**config.mk**
```make
export PLATFORM = sky130hd
export DESIGN_NAME = irka_serial_mult
export DESIGN_NICKNAME = d
export VERILOG_FILES = /design/src/ir_range_kalman_averager_top_macros.svh /design/src/irka_pkg.sv /design/src/irka_serial_mult.sv
export SDC_FILE = /design/constraint.sdc
export NUM_CORES = 1
export LEC_CHECK = 0
export ABC_AREA = 1
export BUFFER_PORTS_ARGS = -buffer_cell sky130_fd_sc_hd__clkbuf_2
export CAP_MARGIN = 10
export CORE_MARGIN = 3
export CORE_UTILIZATION = 45
export CTS_BUF_LIST = sky130_fd_sc_hd__clkbuf_4
export CTS_CLUSTER_DIAMETER = 150
export DETAILED_ROUTE_END_ITERATION = 12
export HOLD_SLACK_MARGIN = 0.08
export PLACE_DENSITY = 0.66
export SETUP_SLACK_MARGIN = 0.15
export SLEW_MARGIN = 20
export SYNTH_ARGS = -nofsm -noshare
export SYNTH_HDL_FRONTEND = slang
export SYNTH_SLANG_ARGS = --single-unit
```
**constraint.sdc**
```tcl
create_clock -name clock -period 2.3 [get_ports clock]
set_input_delay 0.69 -clock clock [delete_from_list [all_inputs] [get_ports clock]]
set_output_delay 0.69 -clock clock [all_outputs]
set_load 0.05 [all_outputs]
```
**src/ir_range_kalman_averager_top_macros.svh**
```systemverilog
// Assertion macros for the IR range Kalman averager
`ifndef IR_RANGE_KALMAN_AVERAGER_TOP_MACROS_SVH
`define IR_RANGE_KALMAN_AVERAGER_TOP_MACROS_SVH

// same-cycle implication
`define IRKA_ASSERT_SAME(label, clk, rst, ante, cons, msg) \
   label: assert property (@(posedge clk) disable iff (rst) (ante) |-> (cons)) \
      else $error(msg);

// next-cycle implication
`define IRKA_ASSERT_NEXT(label, clk, rst, ante, cons, msg) \
   label: assert property (@(posedge clk) disable iff (rst) (ante) |=> (cons)) \
      else $error(msg);

`endif

```
**src/irka_pkg.sv**
```systemverilog
// Shared constants and types for the IR range Kalman averager
package irka_pkg;

   localparam int ADC_BITS    = 10;
   localparam int FRAC_BITS   = 16;
   localparam int TABLE_DEPTH = 1 << ADC_BITS;

   localparam int DIST_W      = 24;
   localparam int NOISE_W     = 24;
   localparam int VAR_W       = 24;
   localparam int MEAN_W      = 32;
   localparam int CNT_W       = 8;
   localparam int OUT_W       = DIST_W + 1;
   localparam int CSR_IDX_W   = 3;
   localparam int CSR_DATA_W  = 24;
   localparam int DIST_SHIFT  = MEAN_W - DIST_W;
   localparam int STEP_CNT_W  = $clog2(FRAC_BITS + 1);

   localparam logic [FRAC_BITS:0]    K_ONE      = {1'b1, {FRAC_BITS{1'b0}}};
   localparam logic [MEAN_W:0]       ROUND_HALF = (MEAN_W + 1)'(1) << (DIST_SHIFT - 1);

   localparam logic [CNT_W-1:0]      RST_SAMPLES  = CNT_W'(60);
   localparam logic [NOISE_W-1:0]    RST_PROC_NS  = NOISE_W'(655);
   localparam logic [NOISE_W-1:0]    RST_MEAS_NS  = NOISE_W'(65536);
   localparam logic [DIST_W-1:0]     RST_OFFSET   = DIST_W'(0);
   localparam logic [DIST_W-1:0]     RST_FALLBACK = DIST_W'(512000);

   localparam logic CMD_LOAD   = 1'b0;
   localparam logic CMD_SAMPLE = 1'b1;

   typedef enum logic [CSR_IDX_W-1:0] {
      CSR_SAMPLES    = 3'd0,
      CSR_PROC_NOISE = 3'd1,
      CSR_MEAS_NOISE = 3'd2,
      CSR_OFFSET     = 3'd3,
      CSR_FALLBACK   = 3'd4
   } csr_index_type;

   typedef enum logic [2:0] {
      ST_IDLE,
      ST_LOOKUP,
      ST_DIVIDE,
      ST_MULTIPLY,
      ST_FINISH
   } state_type;

   typedef struct packed {
      logic              invalid;
      logic [DIST_W-1:0] distance;
   } table_entry_type;

endpackage

```
**src/irka_serial_mult.sv**
```systemverilog
// Bit-serial shift-add multiplier, result scaled down by the fraction width
module irka_serial_mult (
   input  logic                              clock,
   input  logic                              reset,
   input  logic                              start,
   input  logic [irka_pkg::FRAC_BITS-1:0]    multiplier,
   input  logic [irka_pkg::MEAN_W-1:0]       multiplicand,
   output logic                              done,
   output logic [irka_pkg::MEAN_W-1:0]       product
);

   logic [irka_pkg::MEAN_W-1:0]     acc_ff, acc_in;
   logic [irka_pkg::MEAN_W-1:0]     mcand_ff, mcand_in;
   logic [irka_pkg::FRAC_BITS-1:0]  mplr_ff, mplr_in;
   logic [irka_pkg::STEP_CNT_W-1:0] count_ff, count_in;
   logic                            active_ff, active_in;
   logic                            done_ff, done_in;

   logic [irka_pkg::MEAN_W:0]       sum;

   always_comb begin
      sum = {1'b0, acc_ff} + (mplr_ff[0] ? {1'b0, mcand_ff} : '0);
   end

   always_comb begin
      acc_in    = acc_ff;
      mcand_in  = mcand_ff;
      mplr_in   = mplr_ff;
      count_in  = count_ff;
      active_in = active_ff;
      done_in   = 1'b0;
      if (start) begin
         acc_in    = '0;
         mcand_in  = multiplicand;
         mplr_in   = multiplier;
         count_in  = irka_pkg::STEP_CNT_W'(irka_pkg::FRAC_BITS);
         active_in = 1'b1;
      end else if (active_ff) begin
         acc_in   = sum[irka_pkg::MEAN_W:1];
         mplr_in  = mplr_ff >> 1;
         count_in = count_ff - irka_pkg::STEP_CNT_W'(1);
         if (count_ff == irka_pkg::STEP_CNT_W'(1)) begin
            active_in = 1'b0;
            done_in   = 1'b1;
         end
      end
   end

   always_ff @(posedge clock) begin
      if (reset) begin
         count_ff  <= '0;
         active_ff <= 1'b0;
         done_ff   <= 1'b0;
      end else begin
         count_ff  <= count_in;
         active_ff <= active_in;
         done_ff   <= done_in;
      end
   end

   always_ff @(posedge clock) begin
      acc_ff   <= acc_in;
      mcand_ff <= mcand_in;
      mplr_ff  <= mplr_in;
   end

   assign done    = done_ff;
   assign product = acc_ff;

endmodule

```
# After elaboration in Yosys (flattened, before gate mapping)
# Cells that the tools add are included.
totals:
  regBits: 87
  output_inout_bits: 33
  rom_bits: 0
  wordCells: 23
  latchBits: 0
  input_bits: 51
  ramBits: 0
  mem_count: 0
classes:
  muxes: 9
  eq_ne: 1
  order_cmp: 0
  bitwise: 1
  div_mod_pow: 0
  shift: 0
  n_reduce_logical: 3
  addsub: 2
  mul: 0
op_table:
  columns: ["op", "n"]
  rows:
  - ["$add 32x32->33", 1]
  - ["$mux 16", 2]
  - ["$mux 32", 1]
  - ["$mux 5", 2]
  - ["$eq 5x1->1 const B", 1]
  - ["$sub 5x1->5 const B", 1]
  - ["$mux 1", 4]
  - ["$reduce_or 3->1", 1]
  - ["$reduce_bool 2->1", 1]
  - ["$reduce_or 2->1", 1]
  - ["$not 1->1", 1]

# Logic depth before layout (Yosys ltp)
logic_depth:
  word_depth: 4
  depth_mapped: 18

# Worst setup path after synthesis
# No wires, ideal clock.
synth_path:
  path_type: "reg-to-reg"
  startpoint: "reg mplr_ff[0] (netlist bit)"
  endpoint: "reg acc_ff, in the netlist product[21]"
  t_arrival_ns: 1.959
  setup_slack_ns: 0.228
  path_stages_with_launch: 17
  synth_period_minus_slack_ns: 2.072
  setup_ns: 0.113
  required_ns: 2.187
  n_path_buf: 1
  path_cell_list: "edfxtp_1 > clkbuf_1 > nand2_1 > inv_1 > fa_1 > nand2_1 > nand2_1 > nand3b_1 > nand2_1 > nand2_1 > nand2_1 > nand2_1 > nand2_1 > nand2_1 > nand2_1 > o21ai_1 > inv_1"
synth_via:
  elab_chain_cells: 2
synth_lines:
  columns: ["item", "line", "rtl"]
  rows:
  - ["from (decl)", "irka_serial_mult.sv:14", "logic [irka_pkg::FRAC_BITS-1:0] mplr_ff, mplr_in;"]
  - ["from (signal assigned)", "irka_serial_mult.sv:64", "mplr_ff <= mplr_in;"]
  - ["$mux 32", "irka_serial_mult.sv:22", "sum = {1'b0, acc_ff} + (mplr_ff[0] ? {1'b0, mcand_ff} : '0);"]
  - ["$add 32x32->33", "irka_serial_mult.sv:22", null]
  - ["to (signal assigned)", "irka_serial_mult.sv:62", "acc_ff <= acc_in;"]
  - ["to (decl)", "irka_serial_mult.sv:12", "logic [irka_pkg::MEAN_W-1:0] acc_ff, acc_in;"]
# Every way passes these cells.
# A chain may end at the register's enable or synchronous reset.

# Worst setup path after layout
layout_path:
  startpoint: "reg mplr_ff[0] (netlist bit)"
  endpoint: "reg acc_ff, in the netlist product[23]"
# Same word-level chain as after synthesis.

==> metrics.md <==
| Metric | Value |
|---|---|
| Crit path max-delay cell type | `edfxtp_1` |
| FF/Latch Area | `2220 um2` |
| Warnings from Yosys | `0` |
| Data required time of the worst path | `~2700 ps` |
| Hold Buf Count CTS | `0` |
| Reg-to-reg startpoint | `mplr_ff[0]` |
| CTS H-Tree Depth | `3` |
| Worst path max stage delay | `roughly 420 ps` |
| Setup slack, reg-to-reg | `slightly above 80 ps` |
| Worst-Skew Late Latency | `a little under 500 ps` |
| Hold Crit Depth | `1` |
| Setup Viol. Count Final | `0` |
| Worst hold-check path type | `input pin to register` |
| First-pass iteration count of the detailed router | `5` |
| Gate Count Post-Synth | `between 800 and 900` |
| Residual DRC | `0` |
| Critical path buffers and inverters | `5` |
| Clock Path Buffers | `2` |
| Top post-synthesis cells by area | `edfxtp_1 (26%), nand2_1 (20%), dfxtp_1 (14%), inv_1 (9.7%), ha_1 (7.5%)` |
| Final period utilization | `0.964` |
| Antenna Cells | `0` |
| Placed wire-length estimate | `~11000 um` |
| DP Cell Count | `1035` |
| Syn_area_per_cell | `6.82 um2` |
| Wire length of the first global-routing pass | `between 20000 and 25000 um` |
| Layout cells sized above 1 | `0.366` |
| RSZ-0062 raised after global routing | `yes` |
| Final hold vios | `0` |
| Post-synth top cells | `nand2_1 (296), inv_1 (141), nor2_1 (97), edfxtp_1 (48), dfxtp_1 (39)` |
| WP depth | `16` |
| Total grt overflow | `0` |
| Pwr/cell area | `around 570 nW/um2` |
| Clock root buffer | `clkbuf_4` |
| Finished Layout Cells | `between 1000 and 1500` |
| Register area share after synthesis | `0.405` |
| Netlist Area Pre-Place | `~5500 um2` |
| VDD IR max | `roughly 490 uV` |
| Share of the synthesized area in the top cell type | `0.263` |
| Largest net degree at the start of global routing | `36` |
| Top_reg_cell synth | `edfxtp_1` |
| Die area | `roughly 14000 um2` |
| IO Port Bufs | `between 80 and 90` |
| Vias | `between 5000 and 6000` |
| Final total power | `4.22 mW` |
| Width of the die | `around 120 um` |
| Clock-pin slew on the worst setup and hold paths | `roughly 160 ps` |
| Slew Limit Fails | `0` |
| TritonCTS buffer count | `9` |
| Post-synth EDFFs | `48` |
| Worst hold slack | `around 360 ps` |
| Starting Density | `0.470` |
| Synth cell types | `35` |
| Area growth, synth to finish | `36.0%` |
| Drt initial violations | `270` |
| Setup crit start | `mplr_ff[0]` |
| Placement Cell Area | `around 6000 um2` |
| Crit path launch type | `register` |
| Worst-path fanout max | `5` |
| Num rows | `39` |
| Worst Tran Pin Value | `roughly 420 ps` |
| Max-cap violations | `0` |
| Vias in the first global route | `4809` |
| Status | `completed` |
| Placeable Area | `approximately 12000 um2` |
| Fin area | `roughly 7500 um2` |
| Final RePlAce weighted congestion | `0.910` |
| CTS tree | `yes` |
| Slew margin rel. | `0.722` |
| Register bit total from synthesis | `87` |
| FILL cells | `986` |
| Post-route ant nets | `0` |
| Die outline height | `around 120 um` |
| Top delay family on crit path | `simple AND/OR/NAND/NOR gates` |
| Num ports | `84` |
| LEAKAGE | `3.83 nW` |
| Avg Vias per Cell | `roughly 5` |
| Crit path to | `product[23]` |
| Multi-input logic area | `between 3000 and 4000 um2` |
| Fmax | `0.451 GHz` |
| Fin Clk Skew | `30.1 ps` |
| Top-count cell post-synth | `nand2_1` |
| Post-layout nets | `1009` |
| Dominant cell type by area after synthesis | `edfxtp_1` |
| Ys async rst share | `0` |
| Worst Setup End Kind | `register` |
| Critical path class | `register to register` |
| CP arrival | `approximately 2600 ps` |
| Overall routing resource usage | `0.215` |
| Clock sinks | `between 80 and 90` |
| Initial antenna violation count | `0` |
| Crit path cell chain | `buf_6, buf_6, nand3_4, inv_4, fa_2, nand2_4, a21oi_4, nand2_2, nand2_2, buf_4, nand3_2, nand3_2, nand2_1, nand3_1, nand2_1, inv_1` |
| Wire per inst | `about 15 um` |
| Final WL | `about 16000 um` |
| Setup TNS Final | `0 ps` |
| Post-route minimum period | `roughly 2200 ps` |
| Crit Reg-Reg Endpoint | `product[23]` |
| Syn Nets | `just under 900` |
| Reg2Reg Depth | `16` |
-- layout by cell type, fill, tap and decap left out, types with 14 or more instances in the layout --
master	n
nand2_2	69
dfxtp_1	39
edfxtp_1	48
o21ai_1	14
inv_2	19
buf_4	33
nand3_1	30
nand2_1	209
nor2_1	73
ha_4	27
nand2_4	19
clkbuf_2	83
inv_1	123
nor2_2	18
a21oi_2	20
-- timing repair --
item / CTS / global route
endpoints found under the setup margin: 23 / 26
resized for setup: 33 / 213
setup buffers: 1 / 16
pin swaps: 1 / 75
endpoints found under the hold margin: 0 / 0
cloned: 1 / 3
-- area by class of cell --
| cell class | count | area share |
|---|---|---|
| clock buffer | 10 | 0.0101 |
| clock inverter | 6 | 0.00890 |
| tap | 143 | 0.0240 |
| inverter | 145 | 0.0737 |
| sequential | 87 | 0.298 |
| multi-input combinational | 557 | 0.482 |
| timing repair buffer | 124 | 0.103 |
-- power by group --
group / internal, mW / switching [mW] / leakage [nW] / total, mW
Combinational: 0.543 / 0.868 / 2.96 / 1.41
Sequential: 1.78 / 0.104 / 0.798 / 1.89
Clock: 0.347 / 0.572 / 0.0711 / 0.919
-- worst min-delay path by stage --
stage                startpoint           end  slack (ps)
5_1_grt        multiplicand[30]  mcand_ff[30]         320
3_5_place_dp         product[0]    product[0]         470
2_1_floorplan       count_ff[4]   count_ff[4]         440
6_report       multiplicand[30]  mcand_ff[30]         360
4_1_cts        multiplicand[30]  mcand_ff[30]         320
3_3_place_gp        count_ff[4]   count_ff[4]         460
-- per-stage QoR --
step / utilization / setup WS [ps]
2_1_floorplan: - / 228
3_3_place_gp: 0.530 / 47.4
6_report: 0.639 / 82.6
3_5_place_dp: 0.530 / 9.68
5_1_grt: 0.639 / -59.1
4_1_cts: 0.556 / 80.0
-- cell families (layout without fill, tap and decap cells) --
family	Yosys count	after routing	share of synthesized area
compound gates	67	67	0.0701
xor+xnor	9	9	0.0144
fa+ha+maj	34	34	0.0790
buf+inv	159	285	0.109
flops	87	87	0.405
simple gates	447	447	0.322
-- state kept, by name, indices dropped and copies added (netlist names) --
name,cells
count_ff,5
product,32
mplr_ff,16
active_ff,1
mcand_ff,32
done,1
-- per-layer routing --
layer	track usage	vias to the layer above	share of wire
met5	0	-	0
met4	0.0596	0	0.014
met3	0.0482	22	0.070
met2	0.329	172	0.46
met1	0.306	2401	0.46
li1	-	2737	-
Power figures use the tool's default switching activity.
