### src/ir_range_kalman_averager_top_macros.svh
// Assertion macros for the IR range Kalman averager
`ifndef IR_RANGE_KALMAN_AVERAGER_TOP_MACROS_SVH
`define IR_RANGE_KALMAN_AVERAGER_TOP_MACROS_SVH

// same-cycle implication
`define IRKA_ASSERT_SAME(label, clk, rst, ante, cons, msg) \
   label: assert property (@(posedge clk) disable iff (rst) (ante) |-> (cons)) \
      else $error(msg);

// next-cycle implication
`define IRKA_ASSERT_NEXT(label, clk, rst, ante, cons, msg) \
   label: assert property (@(posedge clk) disable iff (rst) (ante) |=> (cons)) \
      else $error(msg);

`endif

### src/irka_pkg.sv
// Shared constants and types for the IR range Kalman averager
package irka_pkg;

   localparam int ADC_BITS    = 10;
   localparam int FRAC_BITS   = 16;
   localparam int TABLE_DEPTH = 1 << ADC_BITS;

   localparam int DIST_W      = 24;
   localparam int NOISE_W     = 24;
   localparam int VAR_W       = 24;
   localparam int MEAN_W      = 32;
   localparam int CNT_W       = 8;
   localparam int OUT_W       = DIST_W + 1;
   localparam int CSR_IDX_W   = 3;
   localparam int CSR_DATA_W  = 24;
   localparam int DIST_SHIFT  = MEAN_W - DIST_W;
   localparam int STEP_CNT_W  = $clog2(FRAC_BITS + 1);

   localparam logic [FRAC_BITS:0]    K_ONE      = {1'b1, {FRAC_BITS{1'b0}}};
   localparam logic [MEAN_W:0]       ROUND_HALF = (MEAN_W + 1)'(1) << (DIST_SHIFT - 1);

   localparam logic [CNT_W-1:0]      RST_SAMPLES  = CNT_W'(60);
   localparam logic [NOISE_W-1:0]    RST_PROC_NS  = NOISE_W'(655);
   localparam logic [NOISE_W-1:0]    RST_MEAS_NS  = NOISE_W'(65536);
   localparam logic [DIST_W-1:0]     RST_OFFSET   = DIST_W'(0);
   localparam logic [DIST_W-1:0]     RST_FALLBACK = DIST_W'(512000);

   localparam logic CMD_LOAD   = 1'b0;
   localparam logic CMD_SAMPLE = 1'b1;

   typedef enum logic [CSR_IDX_W-1:0] {
      CSR_SAMPLES    = 3'd0,
      CSR_PROC_NOISE = 3'd1,
      CSR_MEAS_NOISE = 3'd2,
      CSR_OFFSET     = 3'd3,
      CSR_FALLBACK   = 3'd4
   } csr_index_type;

   typedef enum logic [2:0] {
      ST_IDLE,
      ST_LOOKUP,
      ST_DIVIDE,
      ST_MULTIPLY,
      ST_FINISH
   } state_type;

   typedef struct packed {
      logic              invalid;
      logic [DIST_W-1:0] distance;
   } table_entry_type;

endpackage

### src/irka_divider.sv
// Bit-serial restoring divider for the Kalman gain, one quotient bit per cycle
module irka_divider (
   input  logic                              clock,
   input  logic                              reset,
   input  logic                              start,
   input  logic [irka_pkg::VAR_W-1:0]        numerator,
   input  logic [irka_pkg::VAR_W:0]          denominator,
   output logic                              done,
   output logic [irka_pkg::FRAC_BITS-1:0]    quotient
);

   logic [irka_pkg::VAR_W+1:0]      rem_ff, rem_in;
   logic [irka_pkg::VAR_W:0]        den_ff, den_in;
   logic [irka_pkg::FRAC_BITS-1:0]  quot_ff, quot_in;
   logic [irka_pkg::STEP_CNT_W-1:0] count_ff, count_in;
   logic                            active_ff, active_in;
   logic                            done_ff, done_in;

   logic [irka_pkg::VAR_W+1:0]      shifted;
   logic [irka_pkg::VAR_W+1:0]      reduced;
   logic                            fits;

   always_comb begin
      shifted = {rem_ff[irka_pkg::VAR_W:0], 1'b0};
      fits    = shifted >= {1'b0, den_ff};
      reduced = shifted - {1'b0, den_ff};
   end

   always_comb begin
      rem_in    = rem_ff;
      den_in    = den_ff;
      quot_in   = quot_ff;
      count_in  = count_ff;
      active_in = active_ff;
      done_in   = 1'b0;
      if (start) begin
         rem_in    = {2'b00, numerator};
         den_in    = denominator;
         quot_in   = '0;
         count_in  = irka_pkg::STEP_CNT_W'(irka_pkg::FRAC_BITS);
         active_in = 1'b1;
      end else if (active_ff) begin
         rem_in   = fits ? reduced : shifted;
         quot_in  = {quot_ff[irka_pkg::FRAC_BITS-2:0], fits};
         count_in = count_ff - irka_pkg::STEP_CNT_W'(1);
         if (count_ff == irka_pkg::STEP_CNT_W'(1)) begin
            active_in = 1'b0;
            done_in   = 1'b1;
         end
      end
   end

   always_ff @(posedge clock) begin
      if (reset) begin
         count_ff  <= '0;
         active_ff <= 1'b0;
         done_ff   <= 1'b0;
      end else begin
         count_ff  <= count_in;
         active_ff <= active_in;
         done_ff   <= done_in;
      end
   end

   always_ff @(posedge clock) begin
      rem_ff  <= rem_in;
      den_ff  <= den_in;
      quot_ff <= quot_in;
   end

   assign done     = done_ff;
   assign quotient = quot_ff;

endmodule

### config.mk
export PLATFORM = sky130hd
export DESIGN_NAME = irka_divider
export DESIGN_NICKNAME = d
export VERILOG_FILES = /design/src/ir_range_kalman_averager_top_macros.svh /design/src/irka_pkg.sv /design/src/irka_divider.sv
export SDC_FILE = /design/constraint.sdc
export NUM_CORES = 1
export LEC_CHECK = 0
export BUFFER_PORTS_ARGS = -buffer_cell sky130_fd_sc_hd__buf_4
export CORE_MARGIN = 2
export CORE_UTILIZATION = 33
export CTS_BUF_LIST = sky130_fd_sc_hd__clkbuf_8
export DETAILED_ROUTE_END_ITERATION = 10
export PLACE_DENSITY = 0.58
export SLEW_MARGIN = 20
export SYNTH_ARGS = -nofsm -noshare
export SYNTH_HDL_FRONTEND = slang
export SYNTH_SLANG_ARGS = --single-unit
export TNS_END_PERCENT = 5
### constraint.sdc
create_clock -name clock -period 2.56 [get_ports clock]
set_input_delay 0.128 -clock clock [delete_from_list [all_inputs] [get_ports clock]]
set_output_delay 0.128 -clock clock [all_outputs]
set_load 0.005 [all_outputs]
Word-level counts from Yosys, hierarchy flattened
Cells that the tools add are included.
{"block": "totals", "in_bits": 52, "output_inout_bits": 17, "reg_bits": 73, "wordCells": 25}
{"block": "classes", "addsub": 2, "bitwise_logic": 1, "n_reduce_logical": 3, "n_eq_ne": 1, "n_mux": 9, "order_cmp": 1}
{"cell": "two-way mux 24 bit", "count": 2}
{"cell": ">= comparator 26 x 25 -> 1 bit", "count": 1}
{"cell": "two-way mux 25 bit", "count": 1}
{"cell": "subtractor 25 bit", "count": 1}
{"cell": "two-way mux 5 bit", "count": 2}
{"cell": "== test 5 x 1 -> 1 bit, second input constant", "count": 1}
{"cell": "subtractor 5 x 1 -> 5 bit, second input constant", "count": 1}
{"cell": "two-way mux 1 bit", "count": 4}
{"cell": "OR reduction 3 bit", "count": 1}
{"cell": "nonzero test 2 bit", "count": 1}
{"cell": "OR reduction 2 bit", "count": 1}
{"cell": "inverter 1 bit", "count": 1}

Logic depth before layout (Yosys ltp)
{"block": "logic_depth", "ltp_word": 4, "ltp_mapped": 12, "depth_no_buf": 10}

Least setup slack after synthesis
No wires, ideal clock.
{"block": "synth_path", "path_kind": "reg2reg", "start": "register rem_ff[5] in the netlist's numbering", "end": "register rem_ff[23] in the netlist's numbering, data pin", "setup_ns": 0.261, "synth_period_minus_slack_ns": 2.697, "path_stages_with_launch": 9, "n_path_buf": 0, "t_arrival_ns": 2.436, "required_ns": 2.299, "setup_slack_ns": -0.137, "path_cell_list": "edfxtp_1 > ha_1 > a2111o_1 > o21ai_2 > a211oi_2 > or3_4 > and2_1 > o311a_1 > a221o_1"}
{"block": "synth_via", "elab_chain_len": 4, "elab_cells_between_ends": 5, "cone_classes": "1 x add/sub; 1 x order compare; 3 x mux"}
{"item": "start: declaration", "line_no": "irka_divider.sv:12", "source": "logic [irka_pkg::VAR_W+1:0] rem_ff, rem_in;"}
{"item": "start signal: assignment", "line_no": "irka_divider.sv:66", "source": "rem_ff <= rem_in;"}
{"item": "subtractor 25 bit or >= comparator 26 x 25 -> 1 bit (tied branches)", "line_no": "irka_divider.sv:26, irka_divider.sv:25"}
{"item": "two-way mux 25 bit (*)", "line_no": "irka_divider.sv:43", "source": "rem_in = fits ? reduced : shifted;"}
{"item": "two-way mux 24 bit (*)", "line_no": "irka_divider.sv:42", "source": "end else if (active_ff) begin"}
{"item": "two-way mux 24 bit (*)", "line_no": "irka_divider.sv:36", "source": "if (start) begin"}
{"item": "net rem_in, one bit", "line_no": "irka_divider.sv:12"}
Mark *: on every way through the listed nets, which the timed path passes. The rest lies on a longest branch. The select of a mux whose other input is x is not followed.
A chain may end at the register's enable or synchronous reset.

Final worst setup path
{"block": "layout_path", "start": "register rem_ff[0] in the netlist's numbering", "end": "register rem_ff[23] in the netlist's numbering, data pin"}
The elaborated chain is that of the path after synthesis.

==> results.yml <==
layout:
  final_cells: 801
  area_growth_pct: 46.20
  drive_gt1_frac: 0.3456
  n_antenna_cell: 0
  final_nets: 700
  nFillCells: 1248
  stdcell_area_um2: 6406
  multi_input_area_um2: 2504
  seqCellArea_um2: 1952
pwr:
  power_leakage_nw: 2.733
  p_int_mw: 3.271
  comb_power_share: 0.513
  max-vdd-ir-drop_uv: 383.8
  p_per_area_nw_per_um2: 816.4
  p_sw_mw: 1.959
  power_frac_seq: 0.299
  swShare: 0.3746
  pwr-share-clk: 0.188
floorplan:
  fp.coreArea_um2: 13090
  boundaryPins: 69
  start_util: 0.3349
  fp-row-count: 42
  die_w_um: 119.2
  die_h_um: 119.2
  dieArea_um2: 14220
synthesis:
  synthTopCellsByArea: "edfxtp_1 (34%), dfxtp_1 (11%), ha_1 (7.7%)"
  yosysTopAreaCell: "edfxtp_1"
  synth-seq-cells: 73
  synth_area_um2: 4382
  synth_edf_count: 49
  synth_top_area_share: 0.3358
  yosys_warnings: 0
  synth_flop_cell: "edfxtp_1"
  synth_cell_type_count: 54
  synthArstFlopShare: 0
  yosys-top-cells-count: "edfxtp_1 (49), nand2_1 (45), nor2_1 (43)"
  ys_seq_area_frac: 0.4455
  syn_area_per_cell_um2: 9.525
  synth_most_common_cell: "edfxtp_1"
  syn-num-nets: 540
  syn_inst: 460
worst_setup_path:
  r2r.worst_path.cells: 8
  crit_required_ns: 2.68
  rr_endpoint: "rem_ff[23]"
  ff2ff_setup_slack_ns: -0.08
  crit_type: "reg2reg"
  path_max_fanout: 3
  critPathArrivalTime_ns: 2.76
  crit-reg2reg-launch: "rem_ff[0]"
  cpMaxStageDelayCell: "edfxtp_1"
  cp_cell_sequence: "ha_4 -> nor2b_4 -> o31ai_4 -> a211oi_4 -> or3_4 -> and2_4 -> o311a_1 -> a221o_1"
  worst_setup_path_start_kind: "flip-flop"
  cpPeakStageDelay_ns: 0.48
  crit_path_end_kind: "flip-flop"
placed_design:
  place_area_um2: 5623
  place.port_buffers: 68
  dp_hpwl_um: 8800
  dp.cells: 753
  place.gp.congestion: 0.9245
flow_run:
  maxCapViolations: 0
clocking:
  cts_buffers: 9
  clock_sinks: 73
  cts_tree: "built"
  htree_levels: 3
  clk_path_buf_depth: 2
  clk_latency_ns: 0.38
  clk_pin_slew_ns: 0.09
  root_buffer: "clkbuf_8"
sta:
  timing.hold.ws_ns: 0.03022
  setup_viol: 9
  fin_ws_ns: -0.07519
  slew-limit-headroom: 0.5889
  slew_viol_final: 0
  finalHoldViolCount: 0
  finalCritPeriodShare: 1.029
  fin_crit_ns: 2.635
  worst_slew_pin_slew_ns: 0.6157
  fin_worst_skew_ns: 0.01189
  fmax_mhz: 379.5
  rsz0062_at_grt: "yes"
global_route:
  grt_usage: 0.1775
  grt_pass1_wl_um: 19890
  grt_pass1_vias: 4089
  grt_use_met2: 0.2942
  overflow: 0
  antenna_found_initial: 0
  top_usage_layer: "met2"
  met3_usage: 0.03879
  grt_start_max_net_pins: 42
  grt_use_met1: 0.2306
min_path:
  holdPathEnd: "rem_ff[8]"
  hp-class: "in2reg"
  worst_hold_startpoint: "numerator[8]"
  whs_path_depth: 3
route:
  drc_errors: 0
  via_per_inst: 4.966
  vias: 3978
  post_drt_wl_per_cell_um: 15.01
  drtIter0Drc: 156
  firstDrtPassIters: 4
  ant_nets: 0
  drt_wl_total_um: 12030
run_status:
  status: "finished, violations left"
  violations: "setup timing"
worst max-delay path: cells and delay by family, from the launching register on:
kind                     cells  cell delay (ns)
AO/OA/AOI/OAI                4             1.01
adder cells (fa/ha/maj)      1             0.25
flip-flops                   1             0.48
AND/OR/NAND/NOR              3             0.62
cell usage in the layout (no fill, tap or decap), types with 7 or more instances in the layout:
cell / netlist / final
nand2_1: 45 / 43
nor2_1: 43 / 42
buf_4: 0 / 139
and3_1: 9 / 7
edfxtp_1: 49 / 49
clkbuf_8: 0 / 9
inv_1: 35 / 34
dfxtp_1: 24 / 24
nand4_1: 10 / 10
o21a_1: 9 / 9
a21o_1: 11 / 11
a31oi_1: 10 / 9
ha_4: 0 / 8
ha_1: 27 / 15
buf_6: 0 / 7
mux2i_1: 19 / 19
dlygate4sd3_1: 0 / 27
a21oi_1: 26 / 24
o21ai_0: 18 / 14
xnor2_1: 12 / 12
power groups by stage:
stage	combinational, mW	clock, mW	sequential [mW]
floorplan	1.44	0	1.55
global placement	2.34	0	1.57
detailed placement	2.35	0	1.58
CTS	2.48	1.02	1.56
global route	2.95	1.05	1.58
finish	2.68	0.983	1.57
cell families after synthesis:
kind of cell,count (synthesis),synth area share
AOI/OAI and AO/OA,119,0.1890
DFF,73,0.4455
muxes,19,0.04340
adders and majority gates,28,0.08167
xor gates and xnor gates,16,0.03198
buffers and inverters,59,0.05197
and+or+nand+nor,146,0.1565
stage by stage:
step | power, mW | setup TNS (ns) | util | setup WS [ns]
after global routing | 5.581 | -2.993 | 0.4896 | -0.2317
final | 5.230 | -0.3029 | 0.4896 | -0.07519
after global placement | 3.919 | -0.6077 | 0.4297 | -0.1996
after detailed placement | 3.930 | -1.488 | 0.4297 | -0.2465
after CTS | 5.053 | -1.575 | 0.4718 | -0.1286
after floorplan | 2.980 | -0.05191 | - | -0.02620
flip-flops by register name, indices dropped and copies added (netlist names):
signal     flops
rem_ff        25
count_ff       5
active_ff      1
den_ff        25
quotient      16
done           1
area by class of cell:
type                            instances  area share
Tap cell                              176     0.03437
Clock inverter                          7     0.01289
Timing Repair Buffer                  173      0.2174
Clock buffer                            9     0.01934
Multi-Input combinational cell        328      0.3908
Inverter                               35     0.02051
Sequential cell                        73      0.3047
worst max path at each step:
stage	from	endpoint	slack (ns)	depth (start not counted)
2_1_floorplan	rem_ff[2]	rem_ff[21]	-0.03	8
3_3_place_gp	rem_ff[0]	rem_ff[21]	-0.20	8
3_5_place_dp	rem_ff[0]	rem_ff[21]	-0.25	8
4_1_cts	rem_ff[0]	rem_ff[23]	-0.13	8
5_1_grt	rem_ff[6]	rem_ff[21]	-0.23	9
6_report	rem_ff[0]	rem_ff[23]	-0.08	8
metal layers:
layer  share of wire  up-vias
li1                -     2002
met1            0.46     1881
met2            0.48       85
met3           0.050       10
met4           0.013        0
met5               0        -
repair_timing:
item                                   CTS  global route
gates resized for setup                 13            40
endpoints found under the hold margin   33             0
pin swaps                               11            29
setup endpoints to repair               20            26
hold buffers                            27             0
setup buffers                            2             3
Power figures use the tool's default switching activity.
